**src/design/fdc_pkg.sv**
```systemverilog
// Package: shared types, constants and the CRC-32 byte update for the frame deframer.
package fdc_pkg;

  // Frame layout and defaults
  localparam int HdrBytes    = 32;
  localparam int HdrIdxW     = $clog2(HdrBytes);
  localparam int DefSizeBits = 24;
  localparam int ConsumedW   = 25;
  localparam int FifoDepth   = 4;

  // CRC-32, reflected
  localparam logic [31:0] CrcInit = 32'hffff_ffff;
  localparam logic [31:0] CrcPoly = 32'hedb8_8320;

  // Configuration register indexes
  localparam logic [1:0] CFG_MAGIC       = 2'd0;
  localparam logic [1:0] CFG_VERSION     = 2'd1;
  localparam logic [1:0] CFG_MAX_PAYLOAD = 2'd2;

  // Result kinds
  localparam logic KIND_PAYLOAD = 1'b0;
  localparam logic KIND_VERDICT = 1'b1;

  typedef enum logic [1:0] {
    PH_HEADER,
    PH_PAYLOAD,
    PH_DONE
  } phase_t;

  typedef enum logic [2:0] {
    ST_OK,
    ST_SHORT_HDR,
    ST_BAD_MAGIC,
    ST_BAD_VERSION,
    ST_TOO_LARGE,
    ST_SHORT_PAYLOAD,
    ST_CRC_MISMATCH
  } status_t;

  typedef struct packed {
    logic                 kind;
    logic [7:0]           payload_byte;
    status_t              status;
    logic [15:0]          msg_type;
    logic [31:0]          msg_flags;
    logic [63:0]          msg_id;
    logic [31:0]          msg_size;
    logic [ConsumedW-1:0] consumed;
    logic                 run_last;
  } result_t;

  // One byte through the reflected CRC, bit by bit
  function automatic logic [31:0] crc_byte(input logic [31:0] c_in, input logic [7:0] b);
    logic [31:0] c;
    c = c_in ^ {24'd0, b};
    for (int i = 0; i < 8; i++) begin
      c = (c >> 1) ^ (CrcPoly & {32{c[0]}});
    end
    return c;
  endfunction

endpackage

```
**src/design/fdc_in_if.sv**
```systemverilog
// Interface: input byte channel of the frame deframer.
interface fdc_in_if;
  logic       valid;
  logic       ready;
  logic [7:0] byte_in;
  logic       end_of_buffer;

  modport source (output valid, output byte_in, output end_of_buffer, input ready);
  modport sink   (input valid, input byte_in, input end_of_buffer, output ready);
endinterface

```
**src/design/fdc_out_if.sv**
```systemverilog
// Interface: result channel of the frame deframer.
interface fdc_out_if;
  logic        valid;
  logic        ready;
  logic        kind;
  logic [7:0]  payload_byte;
  logic [2:0]  status;
  logic [15:0] msg_type;
  logic [31:0] msg_flags;
  logic [63:0] msg_id;
  logic [31:0] msg_size;
  logic [24:0] consumed;
  logic        run_last;

  modport source (output valid, output kind, output payload_byte, output status,
                  output msg_type, output msg_flags, output msg_id,
                  output msg_size, output consumed, output run_last, input ready);
  modport sink   (input valid, input kind, input payload_byte, input status,
                  input msg_type, input msg_flags, input msg_id,
                  input msg_size, input consumed, input run_last, output ready);
endinterface

```
**src/design/frame_deframer_crc32_check_top.sv**
```systemverilog
// Top level: length-prefixed frame deframer with payload CRC-32 check.
//
// Usage: bytes of a buffer arrive one per request on in_if, with end_of_buffer
// on the last byte. The first 32 bytes are the little-endian header. Once the
// header is in, magic, version and size limit are checked; payload bytes then
// leave on out_if with kind 0 as they arrive, and one verdict (kind 1) follows
// with the status, header fields and, if OK, the bytes consumed. Bytes after
// the verdict give no result until the end of the buffer, which returns the
// block to the header phase. cfg_we/cfg_index/cfg_wdata set magic, version
// and size limit; the user must do so only while the block is idle, unchecked.
//
// Timing: a byte is registered at acceptance and decoded from the input
// register once the result queue has room; its results are offered from
// the queue. A payload byte that closes the frame makes two results. Input
// is taken while at least two of the four result queue slots are free, so
// with a ready receiver one byte goes in every cycle. When the receiver
// stalls the queue fills and in_if.ready drops; nothing is lost.
// Reset (synchronous, rst_n low) empties the queue, restores the register
// defaults and puts the decoder in the header phase.
module frame_deframer_crc32_check_top
  import fdc_pkg::*;
#(
  parameter int SIZE_BITS = DefSizeBits
) (
  input  logic        clk,
  input  logic        rst_n,
  fdc_in_if.sink      in_if,
  fdc_out_if.source   out_if,
  input  logic        cfg_we,
  input  logic [1:0]  cfg_index,
  input  logic [31:0] cfg_wdata
);

  localparam logic [31:0] LimMask =
    (SIZE_BITS >= 32) ? 32'hffff_ffff : 32'((64'd1 << SIZE_BITS) - 64'd1);

  // Configuration registers
  logic [31:0] magic_r;
  logic [15:0] version_r;
  logic [23:0] max_payload_r;

  always_ff @(posedge clk) begin
    if (!rst_n) begin
      magic_r       <= '0;
      version_r     <= '0;
      max_payload_r <= 24'd65536;
    end else if (cfg_we) begin
      case (cfg_index)
        CFG_MAGIC:       magic_r       <= cfg_wdata;
        CFG_VERSION:     version_r     <= cfg_wdata[15:0];
        CFG_MAX_PAYLOAD: max_payload_r <= cfg_wdata[23:0];
        default: ;
      endcase
    end
  end

  // Input register
  logic       s1_valid_r;
  logic [7:0] s1_byte_r;
  logic       s1_eob_r;
  logic       room;
  logic       go;

  assign go          = s1_valid_r && room;
  assign in_if.ready = !s1_valid_r || go;

  always_ff @(posedge clk) begin
    if (!rst_n) begin
      s1_valid_r <= 1'b0;
    end else if (in_if.ready) begin
      s1_valid_r <= in_if.valid;
    end
  end

  always_ff @(posedge clk) begin
    if (in_if.valid && in_if.ready) begin
      s1_byte_r <= in_if.byte_in;
      s1_eob_r  <= in_if.end_of_buffer;
    end
  end

  // Decoder state
  phase_t               phase_r, phase_nxt;
  logic [ConsumedW-1:0] cnt_r, cnt_nxt;
  logic [31:0]          crc_r, crc_nxt;
  logic [7:0]           hdr_r [HdrBytes];
  logic                 hdr_we;

  always_ff @(posedge clk) begin
    if (!rst_n) begin
      phase_r <= PH_HEADER;
      cnt_r   <= '0;
      crc_r   <= CrcInit;
    end else begin
      phase_r <= phase_nxt;
      cnt_r   <= cnt_nxt;
      crc_r   <= crc_nxt;
    end
  end

  always_ff @(posedge clk) begin
    if (hdr_we) begin
      hdr_r[cnt_r[HdrIdxW-1:0]] <= s1_byte_r;
    end
  end

  // Header fields (reserved word ignored)
  logic [31:0] h_magic, h_flags, h_size, h_crc, lim;
  logic [15:0] h_version, h_type;
  logic [63:0] h_reqid;
  logic [32:0] consumed_sum;

  assign h_magic   = {hdr_r[3], hdr_r[2], hdr_r[1], hdr_r[0]};
  assign h_version = {hdr_r[5], hdr_r[4]};
  assign h_type    = {hdr_r[7], hdr_r[6]};
  assign h_flags   = {hdr_r[11], hdr_r[10], hdr_r[9], hdr_r[8]};
  assign h_reqid   = {hdr_r[19], hdr_r[18], hdr_r[17], hdr_r[16],
                      hdr_r[15], hdr_r[14], hdr_r[13], hdr_r[12]};
  assign h_size    = {hdr_r[23], hdr_r[22], hdr_r[21], hdr_r[20]};
  assign h_crc     = {hdr_r[27], hdr_r[26], hdr_r[25], hdr_r[24]};
  assign lim       = {8'd0, max_payload_r} & LimMask;
  assign consumed_sum = {1'b0, h_size} + 33'(HdrBytes);

  // Per-byte decode: next state and up to two results
  result_t              res0, res1, vres;
  logic [1:0]           push_cnt;
  logic [31:0]          crc_new;
  logic [ConsumedW-1:0] cnt_inc;

  always_comb begin
    phase_nxt = phase_r;
    cnt_nxt   = cnt_r;
    crc_nxt   = crc_r;
    hdr_we    = 1'b0;
    push_cnt  = 2'd0;
    res0      = '0;
    res1      = '0;
    crc_new   = crc_byte(crc_r, s1_byte_r);
    cnt_inc   = cnt_r + ConsumedW'(1);

    // verdict template carrying the header fields
    vres          = '0;
    vres.kind     = KIND_VERDICT;
    vres.msg_type = h_type;
    vres.msg_flags = h_flags;
    vres.msg_id   = h_reqid;
    vres.msg_size = h_size;

    if (go) begin
      case (phase_r)
        PH_HEADER: begin
          hdr_we = 1'b1;
          if (cnt_r[HdrIdxW-1:0] == HdrIdxW'(HdrBytes - 1)) begin
            cnt_nxt = '0;
            if (h_magic != magic_r) begin
              vres.status = ST_BAD_MAGIC;
            end else if (h_version != version_r) begin
              vres.status = ST_BAD_VERSION;
            end else if (h_size > lim) begin
              vres.status = ST_TOO_LARGE;
            end else if (h_size == '0) begin
              vres.status = (h_crc == '0) ? ST_OK : ST_CRC_MISMATCH;
            end else if (s1_eob_r) begin
              vres.status = ST_SHORT_PAYLOAD;
            end
            if (vres.status == ST_OK) begin
              vres.consumed = consumed_sum[ConsumedW-1:0];
            end
            if ((h_magic == magic_r) && (h_version == version_r) && (h_size <= lim) &&
                (h_size != '0) && !s1_eob_r) begin
              phase_nxt = PH_PAYLOAD;
              crc_nxt   = CrcInit;
            end else begin
              phase_nxt     = PH_DONE;
              res0          = vres;
              res0.run_last = 1'b1;
              push_cnt      = 2'd1;
            end
          end else begin
            cnt_nxt = cnt_r + ConsumedW'(1);
            if (s1_eob_r) begin
              // short header: verdict without header fields
              res0          = '0;
              res0.kind     = KIND_VERDICT;
              res0.status   = ST_SHORT_HDR;
              res0.run_last = 1'b1;
              push_cnt      = 2'd1;
            end
          end
        end
        PH_PAYLOAD: begin
          res0.kind         = KIND_PAYLOAD;
          res0.payload_byte = s1_byte_r;
          crc_nxt           = crc_new;
          cnt_nxt           = cnt_inc;
          if ({7'd0, cnt_inc} >= h_size) begin
            vres.status = ((~crc_new) == h_crc) ? ST_OK : ST_CRC_MISMATCH;
            if (vres.status == ST_OK) begin
              vres.consumed = consumed_sum[ConsumedW-1:0];
            end
            res1          = vres;
            res1.run_last = 1'b1;
            push_cnt      = 2'd2;
            phase_nxt     = PH_DONE;
          end else if (s1_eob_r) begin
            vres.status   = ST_SHORT_PAYLOAD;
            res1          = vres;
            res1.run_last = 1'b1;
            push_cnt      = 2'd2;
            phase_nxt     = PH_DONE;
          end else begin
            res0.run_last = 1'b1;
            push_cnt      = 2'd1;
          end
        end
        PH_DONE: ;
        default: ;
      endcase

      // end of buffer: back to the header phase
      if (s1_eob_r) begin
        phase_nxt = PH_HEADER;
        cnt_nxt   = '0;
        crc_nxt   = CrcInit;
      end
    end
  end

  // Result queue
  result_t head;

  fdc_result_fifo u_fifo (
    .clk        (clk),
    .rst_n      (rst_n),
    .push_cnt   (push_cnt),
    .push_data0 (res0),
    .push_data1 (res1),
    .room       (room),
    .pop_valid  (out_if.valid),
    .pop_ready  (out_if.ready),
    .pop_data   (head)
  );

  assign out_if.kind         = head.kind;
  assign out_if.payload_byte = head.payload_byte;
  assign out_if.status       = head.status;
  assign out_if.msg_type     = head.msg_type;
  assign out_if.msg_flags    = head.msg_flags;
  assign out_if.msg_id       = head.msg_id;
  assign out_if.msg_size     = head.msg_size;
  assign out_if.consumed     = head.consumed;
  assign out_if.run_last     = head.run_last;

endmodule

```
**src/design/fdc_result_fifo.sv**
```systemverilog
// Result queue: takes up to two results per cycle, hands out one per request.
module fdc_result_fifo
  import fdc_pkg::*;
(
  input  logic       clk,
  input  logic       rst_n,
  input  logic [1:0] push_cnt,
  input  result_t    push_data0,
  input  result_t    push_data1,
  output logic       room,
  output logic       pop_valid,
  input  logic       pop_ready,
  output result_t    pop_data
);

  localparam int PtrW = $clog2(FifoDepth);
  localparam int CntW = $clog2(FifoDepth + 1);

  result_t         mem [FifoDepth];
  logic [PtrW-1:0] wr_ptr_r, wr_ptr_nxt;
  logic [PtrW-1:0] rd_ptr_r, rd_ptr_nxt;
  logic [CntW-1:0] count_r, count_nxt;
  logic            pop;

  // Two free slots are needed for a worst-case item
  assign room      = (count_r <= CntW'(FifoDepth - 2));
  assign pop_valid = (count_r != '0);
  assign pop       = pop_valid && pop_ready;
  assign pop_data  = mem[rd_ptr_r];

  always_comb begin
    wr_ptr_nxt = wr_ptr_r + PtrW'(push_cnt);
    rd_ptr_nxt = rd_ptr_r + PtrW'(pop);
    count_nxt  = count_r + CntW'(push_cnt) - CntW'(pop);
  end

  // Pointers and fill count
  always_ff @(posedge clk) begin
    if (!rst_n) begin
      wr_ptr_r <= '0;
      rd_ptr_r <= '0;
      count_r  <= '0;
    end else begin
      wr_ptr_r <= wr_ptr_nxt;
      rd_ptr_r <= rd_ptr_nxt;
      count_r  <= count_nxt;
    end
  end

  // Storage writes
  always_ff @(posedge clk) begin
    if (push_cnt != 2'd0) begin
      mem[wr_ptr_r] <= push_data0;
    end
    if (push_cnt == 2'd2) begin
      mem[wr_ptr_r + PtrW'(1)] <= push_data1;
    end
  end

endmodule
```
**src/flat_wrapper.sv**
```systemverilog
// flat-port wrapper written by rule: the top's interface ports become plain ports
module frame_deframer_crc32_check_top_flat import fdc_pkg::*;
#(
  parameter int SIZE_BITS = DefSizeBits
)
  (clk, rst_n, cfg_we, cfg_index, cfg_wdata, in_if_valid, in_if_byte_in, in_if_end_of_buffer, in_if_ready, out_if_valid, out_if_kind, out_if_payload_byte, out_if_status, out_if_msg_type, out_if_msg_flags, out_if_msg_id, out_if_msg_size, out_if_consumed, out_if_run_last, out_if_ready);
  fdc_in_if in_if_i ();
  fdc_out_if out_if_i ();
  input  logic clk;
  input  logic rst_n;
  input  logic cfg_we;
  input  logic [1:0] cfg_index;
  input  logic [31:0] cfg_wdata;
  input wire logic [$bits(in_if_i.valid)-1:0] in_if_valid;
  input wire logic [$bits(in_if_i.byte_in)-1:0] in_if_byte_in;
  input wire logic [$bits(in_if_i.end_of_buffer)-1:0] in_if_end_of_buffer;
  output wire logic [$bits(in_if_i.ready)-1:0] in_if_ready;
  output wire logic [$bits(out_if_i.valid)-1:0] out_if_valid;
  output wire logic [$bits(out_if_i.kind)-1:0] out_if_kind;
  output wire logic [$bits(out_if_i.payload_byte)-1:0] out_if_payload_byte;
  output wire logic [$bits(out_if_i.status)-1:0] out_if_status;
  output wire logic [$bits(out_if_i.msg_type)-1:0] out_if_msg_type;
  output wire logic [$bits(out_if_i.msg_flags)-1:0] out_if_msg_flags;
  output wire logic [$bits(out_if_i.msg_id)-1:0] out_if_msg_id;
  output wire logic [$bits(out_if_i.msg_size)-1:0] out_if_msg_size;
  output wire logic [$bits(out_if_i.consumed)-1:0] out_if_consumed;
  output wire logic [$bits(out_if_i.run_last)-1:0] out_if_run_last;
  input wire logic [$bits(out_if_i.ready)-1:0] out_if_ready;
  assign in_if_i.valid = in_if_valid;
  assign in_if_i.byte_in = in_if_byte_in;
  assign in_if_i.end_of_buffer = in_if_end_of_buffer;
  assign in_if_ready = in_if_i.ready;
  assign out_if_valid = out_if_i.valid;
  assign out_if_kind = out_if_i.kind;
  assign out_if_payload_byte = out_if_i.payload_byte;
  assign out_if_status = out_if_i.status;
  assign out_if_msg_type = out_if_i.msg_type;
  assign out_if_msg_flags = out_if_i.msg_flags;
  assign out_if_msg_id = out_if_i.msg_id;
  assign out_if_msg_size = out_if_i.msg_size;
  assign out_if_consumed = out_if_i.consumed;
  assign out_if_run_last = out_if_i.run_last;
  assign out_if_i.ready = out_if_ready;
  frame_deframer_crc32_check_top #(.SIZE_BITS(SIZE_BITS)) u_core (.clk(clk), .rst_n(rst_n), .in_if(in_if_i), .out_if(out_if_i), .cfg_we(cfg_we), .cfg_index(cfg_index), .cfg_wdata(cfg_wdata));
endmodule
```
**config.mk**
```make
export PLATFORM = sky130hd
export DESIGN_NAME = frame_deframer_crc32_check_top_flat
export DESIGN_NICKNAME = d
export VERILOG_FILES = /design/src/design/fdc_pkg.sv /design/src/design/fdc_in_if.sv /design/src/design/fdc_out_if.sv /design/src/design/frame_deframer_crc32_check_top.sv /design/src/design/fdc_result_fifo.sv /design/src/flat_wrapper.sv
export SDC_FILE = /design/constraint.sdc
export NUM_CORES = 2
export LEC_CHECK = 0
export ABC_AREA = 1
export BUFFER_PORTS_ARGS = -buffer_cell sky130_fd_sc_hd__buf_2
export CORE_MARGIN = 2
export CORE_UTILIZATION = 35
export CTS_CLUSTER_SIZE = 12
export DETAILED_ROUTE_END_ITERATION = 10
export SLEW_MARGIN = 20
export SYNTH_ARGS = -nofsm -noshare
export SYNTH_HDL_FRONTEND = slang
export SYNTH_HIERARCHICAL = 1
export SYNTH_SLANG_ARGS = --single-unit
```
**constraint.sdc**
```tcl
create_clock -name clk -period 22.8 [get_ports clk]
set_input_delay 2.28 -clock clk [delete_from_list [all_inputs] [get_ports clk]]
set_output_delay 2.28 -clock clk [all_outputs]
set_load 0.05 [all_outputs]
```
==> metrics.txt <==
status=completed; H-tree depth=3; hold_ws=about 0.46 ns; shortest period the worst path allows=7.46 ns; Crit path depth=26; Clock Sinks=about 1.1k; Final ANT Viol Nets=0; TritonRoute pass-1 iters=6; detailed router's first-iteration violation count=approximately 3.9k; global route overflow=0; upper clock frequency limit=134 MHz; first-pass GRT wire length=247 mm; Slowest Stage Delay on Critical Path=1.05 ns; mean routed wirelength per cell=19.9 um; unrepaired setup endpoints after global routing=no; Worst Max-Slew Pin Slew=1.19 ns; critical path's slowest cell=nand2_4; Hold Vio Cnt, Final=0; Leak Pwr=22.4 nW; Clk pin slew, worst setup/hold paths=0.06 ns; layout cells sized above 1=under 10%; Yosys warning total=6; Crit Path Category=reg2reg; most frequent CP cell=nor2_1; CP delay by family, top=simple AND/OR/NAND/NOR gates; Synth Area per Inst=8.97 um2; Routed WL=166 mm; post-CTS resize count=0; vias in the first global route=approximately 40k; WHS Path Cells=2; Fin Setup TNS=0 ns; Initial Utilization=35.2%; placed instance area=about 0.057 mm2; max-cap violations=0; Core ar.=0.154 mm2; largest net degree at the start of global routing=about 230; number of buffers created by CTS=121; Post-synth EDFFs=961; antenna violations before repair=25; Detail Placement HPWL=94.5 mm; Post-Syn Instances=~6.0k; area grow syn2layout=12.8%; num ports=232; Setup crit start=u_core/cnt_r[2]$_SDFFE_PN0P_; R2R depth=26; Rel. slew slack=between 20 and 25%; Placed Cells=8095; Reg area=0.0316 mm2; CP startpoint kind=register; WP buf/inv=4; CTS tree=yes; Max Clock Skew=slightly above 0.06 ns; Vias per Instance=a little over 5; synthesized area=0.0542 mm2; Hold Crit Class=reg2reg; hold buffer count at cts=0; Pins Over Slew Limit=0; Setup crit end kind=register; number of port buffers=231; Worst Path Required=about 23 ns; drt drc=0; Fillers=15.0k; vias=42.8k; Tot GR Track Use=20.5%; clock buffer depth=3; Yosys reg bits=between 1k and 1.5k; die area=0.158 mm2; die height=about 400 um; Top FF cell, synth=edfxtp_1; distinct cell type count after synthesis=52; root buf cell=clkbuf_16; Hold Path Origin=u_core/max_payload_r[13]$_SDFFE_PN0P_; Worst Path Max Fanout=68; Placer Congestion=about 0.88; setup bufs post-CTS=0; overall power=5.70 mW; final instance area=between 0.06 and 0.07 mm2; clock latency at the later pin of the worst-skew pair=0.77 ns; # nets final=6281; Setup-failing EPs final=0; Reg2Reg Launch Point=u_core/cnt_r[2]$_SDFFE_PN0P_; Power Dens Cells=between 90 and 100 mW/mm2; final cell count without fillers=8327; Worst EP arrival=just under 8 ns; period utilization=32.7%; Row Count=144; async set or reset register ratio after synthesis=0%; Multi-input gate area=0.0194 mm2; post-synthesis sequential area ratio=58.3%; Worst IR Drop VDD=about 100 uV; die span in x=398 um
-- power breakdown --
group	internal, mW	switching, mW
combinational	0.279	1.17
sequential	2.25	0.0410
clock	1.13	0.830
total	3.65	2.05
-- kinds of logic after synthesis --
logic type      Yosys count  share of synthesized area [%]
fa+ha+maj                59                           1.37
buf+inv                 891                           6.73
xor+xnor                 78                           1.29
compound gates         1462                           14.0
other cells               1                        0.00691
flops                  1100                           58.3
simple gates           2453                           18.3
-- per-stage QoR --
stage                     utilization (%)  setup WS [ns]
after floorplan                         -           5.42
after global placement               37.1          15.43
after detailed placement             37.1          15.31
after CTS                            39.7          15.28
after global routing                 39.7          14.77
final                                39.7          15.34
-- cell usage after synthesis (2+ instances only) --
library cell	count	area (um2)
nor2_2	22	138
and2_1	2	12.5
clkbuf_1	197	739
nor2_1	874	3280
inv_2	6	22.5
and3_1	2	12.5
nand3_2	3	30.0
o21ai_1	36	180
a21oi_1	92	460
nor3_1	19	95.1
buf_6	5	56.3
a21o_1	2	15.0
o21ai_0	1143	5720
edfxtp_1	961	28900
inv_1	513	1930
buf_2	143	716
dfxtp_1	139	2780
or2_2	8	50.1
nor4_1	16	100
nor2_4	2	22.5
nand2_4	13	146
or2_1	2	12.5
nand3b_1	5	37.5
xnor2_1	13	114
and2_0	2	12.5
ha_1	58	726
nand2_2	20	125
nand3_1	181	906
nand2_1	1246	4680
nand4_1	30	188
xor2_1	64	561
clkinv_1	3	11.3
buf_4	20	150
o22ai_1	184	1150
-- registers in the layout, summed over array words and instances (netlist names), 3 cells and up --
register / count
u_core/u_fifo/count_r: 3
u_core/u_fifo/mem: 728
u_core/magic_r: 32
u_core/cnt_r: 25
u_core/version_r: 16
u_core/max_payload_r: 24
u_core/crc_r: 32
u_core/s1_byte_r: 8
u_core/hdr_r: 224
-- worst reg2reg max path: stages, from the launching register on --
cell and delay [ns]:
dfxtp_1 0.48, nand3_1 0.17, nor2_1 0.12, nand2_1 0.09, nor2_1 0.24, nand2_1 0.13, nor2_1 0.20, nand2_1 0.12
nor2_1 0.22, nand3_1 0.14, xor2_1 0.15, inv_1 0.07, ha_1 0.30, nand2_1 0.07, nor2_1 0.16, nand4_1 0.10
nor2_1 0.17, nand2_1 0.10, nand3_1 0.16, nor2_1 0.08, nor2_1 0.24, inv_2 0.09, nor2_4 0.23, nand3_4 0.64
nand2_4 1.06, buf_4 0.65, buf_4 0.85
-- final timing paths --
kind,endpoint,slack (ns)
hold reg to reg,u_core/max_payload_r[13]$_SDFFE_PN0P_,0.46
setup reg to reg,u_core/u_fifo/mem[0][80]$_DFFE_PP_,15.34
setup / recovery,u_core/u_fifo/mem[0][80]$_DFFE_PP_,15.34
hold / removal,u_core/max_payload_r[13]$_SDFFE_PN0P_,0.46
-- placed cells by master (no fill, tap or decap), types with 36 or more instances in the layout --
cell       instances
nand2_1         1240
o21ai_0         1143
edfxtp_1         961
nor2_1           872
inv_1            511
buf_2            231
o22ai_1          184
nand3_1          181
dfxtp_1          137
clkbuf_16        121
conb_1            96
a21oi_1           91
xor2_1            64
ha_1              58
buf_4             43
o21ai_1           36
-- per-layer routing --
| layer | global-route usage [%] | wire length, um | vias up |
|---|---|---|---|
| li1 | - | - | 20600 |
| met1 | 27.3 | 71300 | 20400 |
| met2 | 33.8 | 77400 | 1580 |
| met3 | 3.15 | 11800 | 260 |
| met4 | 7.35 | 5010 | 10 |
| met5 | 0 | 61 | - |
-- final cells by class --
| class | count | share of cell area, % |
|---|---|---|
| diodes | 7 | 0.0286 |
| clock buffers | 155 | 5.24 |
| clock inverters | 70 | 1.23 |
| inverters | 523 | 3.24 |
| multi-input cells | 4148 | 31.7 |
| flip-flops and latches | 1100 | 51.7 |
| well taps | 2044 | 4.18 |
| repair buffers | 280 | 2.60 |
Power figures use the tool's default switching activity.
